<file path="src/rtl/lom_pkg.sv">
// Package for the layer order manager: sizes, operation and status codes,
// and the control word broadcast along the chain of list cells.
// No dependencies.
`default_nettype none

package lom_pkg;

    localparam int NCH  = 16;               // number of input channels
    localparam int CW   = 4;                // width of a channel id
    localparam int IDXW = $clog2(NCH);      // width of a list position index
    localparam int CNTW = $clog2(NCH + 1);  // width of the list length

    typedef enum logic [2:0] {
        OP_ALLOC  = 3'd0,
        OP_FREE   = 3'd1,
        OP_UP     = 3'd2,
        OP_DOWN   = 3'd3,
        OP_TOP    = 3'd4,
        OP_BOTTOM = 3'd5,
        OP_READ   = 3'd6
    } t_op;

    typedef enum logic [1:0] {
        STAT_OK      = 2'd0,
        STAT_BAD_ID  = 2'd1,
        STAT_NO_IDLE = 2'd2
    } t_status;

    typedef enum logic {
        S_IDLE = 1'b0,
        S_EXEC = 1'b1
    } t_state;

    // Control word seen by every cell of the list.
    typedef struct packed {
        logic            en;        // commit the update this cycle
        logic [2:0]      op;        // operation code
        logic            found;     // channel was found in the list
        logic            alloc_ok;  // allocate succeeded
        logic [CNTW-1:0] pos;       // position where the channel was found
        logic [CNTW-1:0] cnt;       // list length before the update
        logic [CW-1:0]   ch;        // channel searched for
        logic [CW-1:0]   ld_val;    // id written into a slot by a load
    } t_bcast;

endpackage

`default_nettype wire

</file>
<file path="src/rtl/lom_cell.sv">
// One slot of the layer list: holds a channel id and takes a new value from
// itself, a neighbour or the broadcast load value. Depends on lom_pkg.
`default_nettype none

module lom_cell (
    input  wire logic                    i_clk,
    input  wire lom_pkg::t_bcast         i_bc,
    input  wire logic [lom_pkg::CNTW-1:0] i_index,
    input  wire logic [lom_pkg::CW-1:0]  i_below,
    input  wire logic [lom_pkg::CW-1:0]  i_above,
    output logic      [lom_pkg::CW-1:0]  o_slot,
    output logic                         o_match
);
    import lom_pkg::*;

    logic [CW-1:0]   r_slot;
    logic [CW-1:0]   n_slot;
    logic [CNTW-1:0] w_next_idx;
    logic [CNTW-1:0] w_next_pos;

    assign w_next_idx = i_index + CNTW'(1);
    assign w_next_pos = i_bc.pos + CNTW'(1);

    always_comb begin
        n_slot = r_slot;
        unique case (i_bc.op)
            OP_ALLOC: begin
                if (i_bc.alloc_ok && i_index == i_bc.cnt) begin
                    n_slot = i_bc.ld_val;
                end
            end
            OP_FREE: begin
                if (i_bc.found && i_index >= i_bc.pos && w_next_idx < i_bc.cnt) begin
                    n_slot = i_above;
                end
            end
            OP_UP: begin
                if (i_bc.found && w_next_pos < i_bc.cnt) begin
                    if (i_index == i_bc.pos) begin
                        n_slot = i_above;
                    end else if (i_index == w_next_pos) begin
                        n_slot = i_below;
                    end
                end
            end
            OP_DOWN: begin
                if (i_bc.found && i_bc.pos != '0) begin
                    if (w_next_idx == i_bc.pos) begin
                        n_slot = i_above;
                    end else if (i_index == i_bc.pos) begin
                        n_slot = i_below;
                    end
                end
            end
            OP_TOP: begin
                if (i_bc.found) begin
                    if (w_next_idx == i_bc.cnt) begin
                        n_slot = i_bc.ld_val;
                    end else if (i_index >= i_bc.pos && w_next_idx < i_bc.cnt) begin
                        n_slot = i_above;
                    end
                end
            end
            OP_BOTTOM: begin
                if (i_bc.found) begin
                    if (i_index == '0) begin
                        n_slot = i_bc.ld_val;
                    end else if (i_index <= i_bc.pos) begin
                        n_slot = i_below;
                    end
                end
            end
            default: begin
                n_slot = r_slot;
            end
        endcase
    end

    // Slot contents are undefined until first written, so no reset.
    always_ff @(posedge i_clk) begin
        if (i_bc.en) begin
            r_slot <= n_slot;
        end
    end

    assign o_slot  = r_slot;
    assign o_match = (r_slot == i_bc.ch) && (i_index < i_bc.cnt);

endmodule

`default_nettype wire

</file>
<file path="src/rtl/layer_order_manager.sv">
// Top level of the layer order manager: request register, control sequencer,
// channel busy flags, the chain of list cells and the result register.
// Depends on lom_pkg and lom_cell.
//
// Usage. Commands arrive as transactions on the input channel (i_valid,
// o_ready, with i_op, i_channel and i_position) and every command produces
// exactly one result transaction on the output channel (o_valid, i_ready,
// with o_status, o_channel_out, o_entry_valid and o_layer_count).
// The layer list is a row of sixteen cells, cell 0 being the bottom layer.
// Each cell compares its own id against the requested channel, and on an
// update takes its value from itself, from the cell above, from the cell
// below or from the broadcast load value.
// Sequence: a command is registered in the cycle it is accepted, and in the
// execute state that follows, the cells search, shift and commit while the
// result is written into the output register. No new command is accepted
// until the current one has committed and the block is back in idle.
// The result register decouples the two sides: a result still waiting to be
// taken does not stop the next command being accepted, but a command cannot
// complete while the previous result is still held, so a stalled receiver
// holds the block in its execute state until the result slot frees.
// Reset (i_rst_n low, synchronous) empties the list, marks every channel
// idle and drops any pending result. The list slots themselves are not
// cleared; only positions below the list length are ever read.
`default_nettype none

module layer_order_manager (
    input  wire logic       i_clk,
    input  wire logic       i_rst_n,
    // command channel
    input  wire logic       i_valid,
    output logic            o_ready,
    input  wire logic [2:0] i_op,
    input  wire logic [3:0] i_channel,
    input  wire logic [3:0] i_position,
    // result channel
    output logic            o_valid,
    input  wire logic       i_ready,
    output logic [1:0]      o_status,
    output logic [3:0]      o_channel_out,
    output logic            o_entry_valid,
    output logic [4:0]      o_layer_count
);
    import lom_pkg::*;

    // Sequencer and command registers.
    t_state          r_state;
    t_state          n_state;
    logic [2:0]      r_op;
    logic [CW-1:0]   r_ch;
    logic [CW-1:0]   r_pos;

    // Block state kept outside the cells.
    logic [CNTW-1:0] r_cnt;
    logic [CNTW-1:0] n_cnt;
    logic [NCH-1:0]  r_busy;
    logic [NCH-1:0]  n_busy;

    // Result register.
    logic            r_o_valid;
    logic [1:0]      r_o_status;
    logic [CW-1:0]   r_o_chan;
    logic            r_o_ev;
    logic [CNTW-1:0] r_o_cnt;

    // Cell row connections.
    logic [CW-1:0]   w_slot [NCH];
    logic [NCH-1:0]  w_match;
    t_bcast          w_bc;

    // Search results and the outcome of the current command.
    logic            w_found;
    logic [CNTW-1:0] w_fpos;
    logic            w_idle_found;
    logic [IDXW-1:0] w_idle_id;
    logic            w_alloc_ok;
    logic [1:0]      w_status;
    logic [CW-1:0]   w_chan;
    logic            w_ev;
    logic [CW-1:0]   w_ld_val;
    logic            w_out_free;
    logic            w_commit;
    logic            w_accept;

    assign w_out_free = !r_o_valid || i_ready;
    assign o_ready    = (r_state == S_IDLE);
    assign w_accept   = i_valid && o_ready;

    always_comb begin
        n_state  = r_state;
        w_commit = 1'b0;
        unique case (r_state)
            S_IDLE: begin
                if (i_valid) begin
                    n_state = S_EXEC;
                end
            end
            S_EXEC: begin
                if (w_out_free) begin
                    w_commit = 1'b1;
                    n_state  = S_IDLE;
                end
            end
            default: begin
                n_state = S_IDLE;
            end
        endcase
    end

    always_ff @(posedge i_clk) begin
        if (!i_rst_n) begin
            r_state <= S_IDLE;
        end else begin
            r_state <= n_state;
        end
    end

    always_ff @(posedge i_clk) begin
        if (w_accept) begin
            r_op  <= i_op;
            r_ch  <= i_channel;
            r_pos <= i_position;
        end
    end

    // Lowest listed position holding the requested channel.
    always_comb begin
        w_found = 1'b0;
        w_fpos  = '0;
        for (int k = NCH - 1; k >= 0; k--) begin
            if (w_match[k]) begin
                w_found = 1'b1;
                w_fpos  = CNTW'(k);
            end
        end
    end

    // Lowest idle channel.
    always_comb begin
        w_idle_found = 1'b0;
        w_idle_id    = '0;
        for (int k = NCH - 1; k >= 0; k--) begin
            if (!r_busy[k]) begin
                w_idle_found = 1'b1;
                w_idle_id    = IDXW'(k);
            end
        end
    end

    // Outcome of the command held in the request register.
    always_comb begin
        w_status   = STAT_OK;
        w_chan     = '0;
        w_ev       = 1'b0;
        w_alloc_ok = 1'b0;
        w_ld_val   = r_ch;
        n_cnt      = r_cnt;
        n_busy     = r_busy;
        unique case (r_op)
            OP_ALLOC: begin
                if (r_cnt < CNTW'(NCH) && w_idle_found) begin
                    w_alloc_ok        = 1'b1;
                    w_chan            = CW'(w_idle_id);
                    w_ld_val          = CW'(w_idle_id);
                    n_cnt             = r_cnt + CNTW'(1);
                    n_busy[w_idle_id] = 1'b1;
                end else begin
                    w_status = STAT_NO_IDLE;
                end
            end
            OP_READ: begin
                if (CNTW'(r_pos) < r_cnt) begin
                    w_ev   = 1'b1;
                    w_chan = w_slot[r_pos[IDXW-1:0]];
                end
            end
            OP_FREE, OP_UP, OP_DOWN, OP_TOP, OP_BOTTOM: begin
                if (CNTW'(r_ch) >= CNTW'(NCH)) begin
                    w_status = STAT_BAD_ID;
                end else if (r_op == OP_FREE) begin
                    n_busy[r_ch[IDXW-1:0]] = 1'b0;
                    if (w_found) begin
                        n_cnt = r_cnt - CNTW'(1);
                    end
                end
            end
            default: begin
                w_status = STAT_OK;
            end
        endcase
    end

    // An out-of-range channel never matches a slot, so the moves and the
    // free leave the list alone in that case without further gating.
    assign w_bc.en       = w_commit;
    assign w_bc.op       = r_op;
    assign w_bc.found    = w_found;
    assign w_bc.alloc_ok = w_alloc_ok;
    assign w_bc.pos      = w_fpos;
    assign w_bc.cnt      = r_cnt;
    assign w_bc.ch       = r_ch;
    assign w_bc.ld_val   = w_ld_val;

    // The chain of list cells; the ends see a zero neighbour that is never
    // selected.
    for (genvar g = 0; g < NCH; g++) begin : g_cell
        logic [CW-1:0] w_below;
        logic [CW-1:0] w_above;
        if (g == 0) begin : g_bot
            assign w_below = '0;
        end else begin : g_mid_b
            assign w_below = w_slot[g-1];
        end
        if (g == NCH - 1) begin : g_top
            assign w_above = '0;
        end else begin : g_mid_a
            assign w_above = w_slot[g+1];
        end
        lom_cell u_cell (
            .i_clk   (i_clk),
            .i_bc    (w_bc),
            .i_index (CNTW'(g)),
            .i_below (w_below),
            .i_above (w_above),
            .o_slot  (w_slot[g]),
            .o_match (w_match[g])
        );
    end

    always_ff @(posedge i_clk) begin
        if (!i_rst_n) begin
            r_cnt  <= '0;
            r_busy <= '0;
        end else if (w_commit) begin
            r_cnt  <= n_cnt;
            r_busy <= n_busy;
        end
    end

    always_ff @(posedge i_clk) begin
        if (!i_rst_n) begin
            r_o_valid <= 1'b0;
        end else if (w_commit) begin
            r_o_valid <= 1'b1;
        end else if (i_ready) begin
            r_o_valid <= 1'b0;
        end
    end

    always_ff @(posedge i_clk) begin
        if (w_commit) begin
            r_o_status <= w_status;
            r_o_chan   <= w_chan;
            r_o_ev     <= w_ev;
            r_o_cnt    <= n_cnt;
        end
    end

    assign o_valid       = r_o_valid;
    assign o_status      = r_o_status;
    assign o_channel_out = r_o_chan;
    assign o_entry_valid = r_o_ev;
    assign o_layer_count = r_o_cnt;

endmodule

`default_nettype wire

</file>
<file path="config.mk">
export PLATFORM = sky130hd
export DESIGN_NAME = layer_order_manager
export DESIGN_NICKNAME = d
export VERILOG_FILES = /design/src/rtl/lom_pkg.sv /design/src/rtl/lom_cell.sv /design/src/rtl/layer_order_manager.sv
export SDC_FILE = /design/constraint.sdc
export NUM_CORES = 1
export LEC_CHECK = 0
export BUFFER_PORTS_ARGS = -buffer_cell sky130_fd_sc_hd__buf_2
export CAP_MARGIN = 20
export CORE_MARGIN = 4
export CORE_UTILIZATION = 40
export CTS_CLUSTER_DIAMETER = 60
export DETAILED_ROUTE_END_ITERATION = 6
export PLACE_DENSITY = 0.59
export SETUP_SLACK_MARGIN = 0.4
export SLEW_MARGIN = 20
export SYNTH_ARGS = -nofsm -noshare
export SYNTH_HDL_FRONTEND = slang
export SYNTH_SLANG_ARGS = --single-unit
</file>
<file path="constraint.sdc">
create_clock -name i_clk -period 15.3 [get_ports i_clk]
set_input_delay 0.765 -clock i_clk [delete_from_list [all_inputs] [get_ports i_clk]]
set_output_delay 0.765 -clock i_clk [all_outputs]
set_load 0.005 [all_outputs]
</file>
# Yosys cells after proc, flatten, opt, wreduce, memory -nomap -nowiden
# Index checks and enable logic that the tools add are counted.
[op_classes]
n_addsub = 3
order_cmp = 56
n_eq_ne = 170
mux = 317
n_bitwise = 5
reduce_logical = 114
[op_table]
columns = ["op", "n"]
rows = [
  ["2-to-1 mux 4 bit", 230],
  ["one-hot mux 4 bit (6 select lines)", 16],
  ["AND reduction 12 bit", 15],
  ["!= test 3 x 1 -> 1 bit, second input constant", 48],
  ["equality test 4 x 5 -> 1 bit, first input constant", 24],
  ["!= test 2 x 1 -> 1 bit, second input constant", 49],
  ["2-to-1 mux 5 bit", 18],
  ["logical AND 1 bit", 86],
  ["equality test 4 bit", 16],
  ["equality test 3 x 5 -> 1 bit, first input constant", 12],
  ["2-to-1 mux 1 bit", 43],
  [">= comparator 4 x 5 -> 1 bit, first input constant", 8],
  ["less-or-equal comparator 4 x 5 -> 1 bit, first input constant", 8],
  ["less-than comparator 4 x 5 -> 1 bit, first input constant", 8],
  ["2-to-1 mux 16 bit", 2],
  ["one-hot mux 16 bit (2 select lines)", 1],
  ["equality test 2 x 5 -> 1 bit, first input constant", 6],
  [">= comparator 3 x 5 -> 1 bit, first input constant", 4],
  ["less-or-equal comparator 3 x 5 -> 1 bit, first input constant", 4],
  ["less-than comparator 3 x 5 -> 1 bit, first input constant", 4],
  ["AND 16 bit", 1],
  ["binary-select mux 4 bit (select 4 bit)", 1],
  ["NOT 16 bit", 1],
  ["bitwise OR 16 bit", 1],
  ["other kinds (38)", 59],
]
[word_totals]
reg_bits = 110
in_bits = 15
output_inout_bits = 14
wordCells = 692

# Depth between registers and ports, before layout
[logic_depth]
word_depth = 24
mapped_depth = 25
ltp_nobuf = 21

# Modules after synthesis
# A second synthesis with hierarchy kept.
[hier_totals]
cells_unflattened = 2530
hier_area_um2 = 21590.7
[modules_own_cells]
columns = ["mod", "instances", "cells_per_inst", "area_per_inst_um2", "seq_area_each_um2"]
rows = [
  ["lom_cell (g_cell[11].u_cell ...)", 8, 130, 1134.8, 120.1],
  ["lom_cell (g_cell[0].u_cell ...)", 3, 145, 1148.6, 120.1],
  ["layer_order_manager", 1, 294, 3006.6, 1121.1],
  ["lom_cell (g_cell[1].u_cell)", 1, 159, 1253.7, 120.1],
  ["lom_cell (g_cell[7].u_cell)", 1, 152, 1239.9, 120.1],
  ["lom_cell (g_cell[9].u_cell)", 1, 155, 1232.4, 120.1],
  ["lom_cell (g_cell[8].u_cell)", 1, 155, 1221.2, 120.1],
  ["lom_cell (g_cell[14].u_cell)", 1, 140, 1112.3, 120.1],
]

# Least setup slack after synthesis
# No wires, ideal clock.
[synth_path]
path_kind = "register to register"
from = "register r_ch[1]"
to = "register g_cell[0].u_cell.r_slot[0] (enable)"
setup_time_ps = 377
arrival_ps = 5021
required_time_ps = 14923
path_slack_ps = 9902
stages_incl_launch_ff = 24
n_path_buf = 3
synth_period_minus_slack_ps = 5398
path_cell_list = "edfxtp_1 > buf_4 > xor2_1 > nor4_1 > a22oi_1 > or3_1 > o311a_1 > o21ai_2 > inv_1 > ha_1 > buf_2 > xnor2_2 > inv_2 > ha_1 > a21o_1 > a21o_1 > a21oi_1 > nor2_1 > nor2_1 > nand3_1 > a21o_1 > nand3b_2 > buf_2 > nor4_1"
[synth_via]
elab_chain_len = 23
elab_cells_between_ends = 85
classes_between = "add/sub: 1; order compare: 2; eq/ne: 25; mux: 32; reduce/logical: 25"
[synth_rtl]
columns = ["item", "line", "source"]
rows = [
  ["start: declaration", "layer_order_manager.sv:49", "logic [CW-1:0] r_ch;"],
  ["start signal: assignment", "layer_order_manager.sv:120", "r_ch <= i_channel;"],
  ["equality test 4 bit", "lom_cell.sv:87", "assign o_match = (r_slot == i_bc.ch) && (i_index < i_bc.cnt);"],
  ["logical AND 1 bit", "lom_cell.sv:87", ""],
  ["2-to-1 mux 4 bit", "layer_order_manager.sv:130", "if (w_match[k]) begin"],
  ["2-to-1 mux 5 bit (15 in a row)", "layer_order_manager.sv:130", ""],
  ["adder 5 x 1 -> 5 bit or >= comparator 1 x 5 -> 1 bit (tied branches)", "lom_cell.sv:22, lom_cell.sv:33, lom_cell.sv:59", ""],
  ["less-than comparator 5 bit or logical AND 1 bit (tied branches)", "lom_cell.sv:38, lom_cell.sv:33", ""],
  ["logical AND 1 bit, on equally long branches", "lom_cell.sv:38, lom_cell.sv:33", ""],
  ["!= test 2 x 1 -> 1 bit (no line)", "-", ""],
  ["AND reduction 11 bit (no line) *", "-", ""],
  ["end signal: assignment", "lom_cell.sv:82", "r_slot <= n_slot;"],
  ["end: declaration", "lom_cell.sv:16", "logic [CW-1:0] r_slot;"],
]
# Mark *: on every way between the ends. The rest lies on a longest branch, timed or not.
# A chain may end at the register's enable or synchronous reset.

# Worst setup path after layout
[layout_path]
from = "register r_cnt[0]"
to = "register g_cell[0].u_cell.r_slot[2] (enable)"
[layout_via]
elab_chain_len = 23
elab_cells_between_ends = 93
classes_between = "add/sub: 1; order compare: 19; eq/ne: 11; mux: 34; reduce/logical: 28"
[layout_rtl]
columns = ["item", "line", "source"]
rows = [
  ["start: declaration", "layer_order_manager.sv:53", "logic [CNTW-1:0] r_cnt;"],
  ["start signal: assignment", "layer_order_manager.sv:234", "r_cnt <= n_cnt;"],
  ["less-than comparator 4 x 5 -> 1 bit", "lom_cell.sv:87", ""],
  ["logical AND 1 bit", "lom_cell.sv:87", ""],
  ["2-to-1 mux 4 bit", "layer_order_manager.sv:130", ""],
  ["2-to-1 mux 5 bit (15 in a row)", "layer_order_manager.sv:130", ""],
  ["adder 5 x 1 -> 5 bit or >= comparator 1 x 5 -> 1 bit (tied branches)", "lom_cell.sv:22, lom_cell.sv:33, lom_cell.sv:59", ""],
  ["less-than comparator 5 bit or logical AND 1 bit (tied branches)", "lom_cell.sv:38, lom_cell.sv:33", ""],
  ["logical AND 1 bit, on equally long branches", "lom_cell.sv:38, lom_cell.sv:33", ""],
  ["!= test 2 x 1 -> 1 bit (no line)", "-", ""],
  ["AND reduction 11 bit (no line) *", "-", ""],
]
# Marks and branches as above.

==> qor.csv <==
metric,value,unit
whs_path_depth,2,
outcome,finished with violations,
synth_sequential_area_ratio,29.9,%
drv_slew,0,
place_ws,8.34,ns
cp.arrival,6.88,ns
instances_no_fill,1431,
cts_setup_buffers,0,
dr.pass1.iters,7,
io_buffer_count,27,
reg2reg_from,r_cnt[0]$_SDFFE_PN0P_,
area_delta_synth_final,5.69,%
synth_top_family_by_area,compound AO/OA/AOI/OAI gates,
synth_nets,1166,
initial_core_util,40.5,%
finalClockSkew,0.0126,ns
cpMostUsedCell,a21o_1,
drive_gt1_share,13.0,%
cts_buffer_depth,2,
crit_required,15.29,ns
critical_path_class,flop to flop,
synth_compound_area_share,25.6,%
num-nets-final,1128,
routed-via-count,9845,
peakVddDrop,0.0522,mV
max_freq,145,MHz
wire_per_inst,28.1,um
max_cap_violations,0,
dieArea,0.0281,mm^2
crit_slowest_cell,nor4_1,
final_area,0.0108,mm^2
violations,DRC,
worst_slack,8.41,ns
clock-root-buffer,clkbuf_16,
placed_area,0.0104,mm^2
dpl.hpwl,28500,um
synth_top_area_cell,edfxtp_1,
whs,0.508,ns
final_util,42.8,%
multi_input_area,0.00650,mm^2
grt_pass1_wl,60100,um
synth_common_cells,"117 x nand2_1, 94 x o21ai_0, 86 x edfxtp_1",
syn_area,0.0102,mm^2
cts.clk_slew.worst_paths,0.08,ns
die_w,168,um
postSynthAreaPerCell,8.98,um^2
synth.most_common_cell,nand2_1,
rrSetupSlack,8.41,ns
ys_top_cells_by_area,"edfxtp_1 25%, mux2i_1 6.8%, o21ai_0 4.6%, dfxtp_1 4.5%, mux4_2 4.4%",
grt_overflow_total,0,
slew-limit-headroom,23.8,%
p_total,825,uW
period_share,45.1,%
path_cells,and2_1 -> nand2_1 -> a21oi_1 -> or2_2 -> o311a_1 -> o21ai_2 -> inv_1 -> ha_1 -> xnor2_2 -> inv_2 -> ha_1 -> a21o_1 -> a21o_1 -> a21oi_1 -> nor2_1 -> nor2_1 -> nand3_1 -> a21o_1 -> nand3b_2 -> nor4_1,
ctsResizeCount,0,
synth_edf_count,86,
cp-startpoint,r_cnt[0]$_SDFFE_PN0P_,
cp_max_fo,14,
synthSimpleGateAreaFrac,17.7,%
yosys.area_share.adder,2.21,%
rsz0062_at_grt,no,
leakage,3.79,nW
synth_ff_type,edfxtp_1,
yosys_warnings,0,
drt_iter0_markers,1289,
clk_latency,0.37,ns
tightestPinTransition,1.14,ns
cts_max_level,3,
cts_buffers,9,
die_h,168,um
cp_slowest_stage_delay,0.88,ns
ioPinCount,29,
r2r_end,g_cell[0].u_cell.o_slot[2]$_DFFE_PP_,
post_synth_xor_area_fraction,6.01,%
viasPerCell,6.88,
cts_tree,done,
track_usage,27.8,%
synth_mux_area_share,12.2,%
hold_path_class,flop to flop,
area.sequential,0.00304,mm^2
drc,3,
synthArstFlopShare,0,%
routed_wl,40200,um
worst_setup_path_start_kind,flop,
gp_congestion,1.01,
setup_viol,0,
grt_max_degree,50,
num_rows,58,
crit_end,g_cell[0].u_cell.o_slot[2]$_DFFE_PP_,
grt_antenna_before_repair,2,
postSynthCellCount,1133,
core_region_area,0.0251,mm^2
dp_cells,1412,
r2r_cells,20,
min_period,6.89,ns
cts_sinks,109,
tns,0,ns
ctsHoldBuffers,0,
p_per_area,76.7,mW/mm^2
yosys.area.top_type_share,25.4,%
grt_pass1_vias,9172,
synth-seq-cells,109,
synth_cell_types,92,
hold_viol_final,0,
detail-route-antenna-nets,0,
fillers,2562,
crit_path_end_kind,flop,
## critical path: cells and delay by family (launching register included)
| kind | cells | cell delay [ns] |
|---|---|---|
| xor+xnor | 1 | 0.28 |
| compound gates | 7 | 1.68 |
| buf+inv | 2 | 0.38 |
| fa+ha+maj | 2 | 0.81 |
| flops | 1 | 0.72 |
| simple gates | 8 | 2.64 |
## per-layer routing
layer,vias to the layer above,wire length [um],global-route usage [%]
met2,626,17700,42.8
met5,-,7,0
met3,150,3960,5.74
li1,4290,-,-
met1,4777,16300,37.3
met4,2,2250,13.5
## report_power, final
part	total (mW)	internal (mW)	switching, mW
clock network	0.251	0.125	0.126
logic	0.217	0.0784	0.138
registers	0.358	0.336	0.0213
## how the worst min path moves through the flow
stage                        endpoint  slack (ns)              startpoint
6_report         o_valid$_SDFFE_PN0P_        0.51    o_valid$_SDFFE_PN0P_
5_1_grt          o_valid$_SDFFE_PN0P_        0.56    o_valid$_SDFFE_PN0P_
4_1_cts          o_valid$_SDFFE_PN0P_        0.51    o_valid$_SDFFE_PN0P_
3_5_place_dp     o_valid$_SDFFE_PN0P_        0.50    o_valid$_SDFFE_PN0P_
3_3_place_gp     o_valid$_SDFFE_PN0P_        0.49    o_valid$_SDFFE_PN0P_
2_1_floorplan  r_busy[8]$_SDFFE_PN0P_        0.48  r_busy[8]$_SDFFE_PN0P_
## final cells by class
class | instances | area share (%)
inverters | 39 | 1.36
diodes | 1 | 0.0233
flip-flops and latches | 109 | 28.3
multi-input cells | 885 | 60.4
clock inverters | 6 | 0.581
well taps | 330 | 3.84
clock buffers | 10 | 2.33
repair buffers | 51 | 3.19
## flip-flops by register name (all words and copies together) (netlist names)
| signal | count |
|---|---|
| r_busy | 16 |
| o_status | 1 |
| r_cnt | 5 |
| r_state | 1 |
| o_channel_out | 4 |
| o_valid | 1 |
| g_cell.u_cell.o_slot | 64 |
| o_layer_count | 5 |
| r_pos | 4 |
| r_op | 3 |
| o_entry_valid | 1 |
| r_ch | 4 |
## cells by family after synthesis
group,count (synthesis)
buffers and inverters,139
muxes,98
AOI/OAI and AO/OA,359
other,1
DFF,109
adders and majority gates,18
and+or+nand+nor,340
xor gates and xnor gates,69
## cell usage in the layout, fill, tap and decap left out, types with 10 or more instances in the layout
cell type    n
a31oi_1     16
ha_1        18
o221ai_1    37
nor2b_1     12
buf_4       22
and2_1      14
a222oi_1    42
inv_1       37
a22oi_1     13
and3_1      11
dfxtp_1     23
a21boi_0    22
o21ai_0     94
nor2_1      59
clkbuf_16   10
nand4_1     13
a21o_1      14
nor3_1      15
mux4_2      20
edfxtp_1    86
xor2_1      39
xnor2_1     29
nand2_1    117
a21oi_1     43
mux2i_1     69
nor4_1      10
nand3_1     26
buf_2       27
Note: power is estimated with default switching activity, not from simulation.
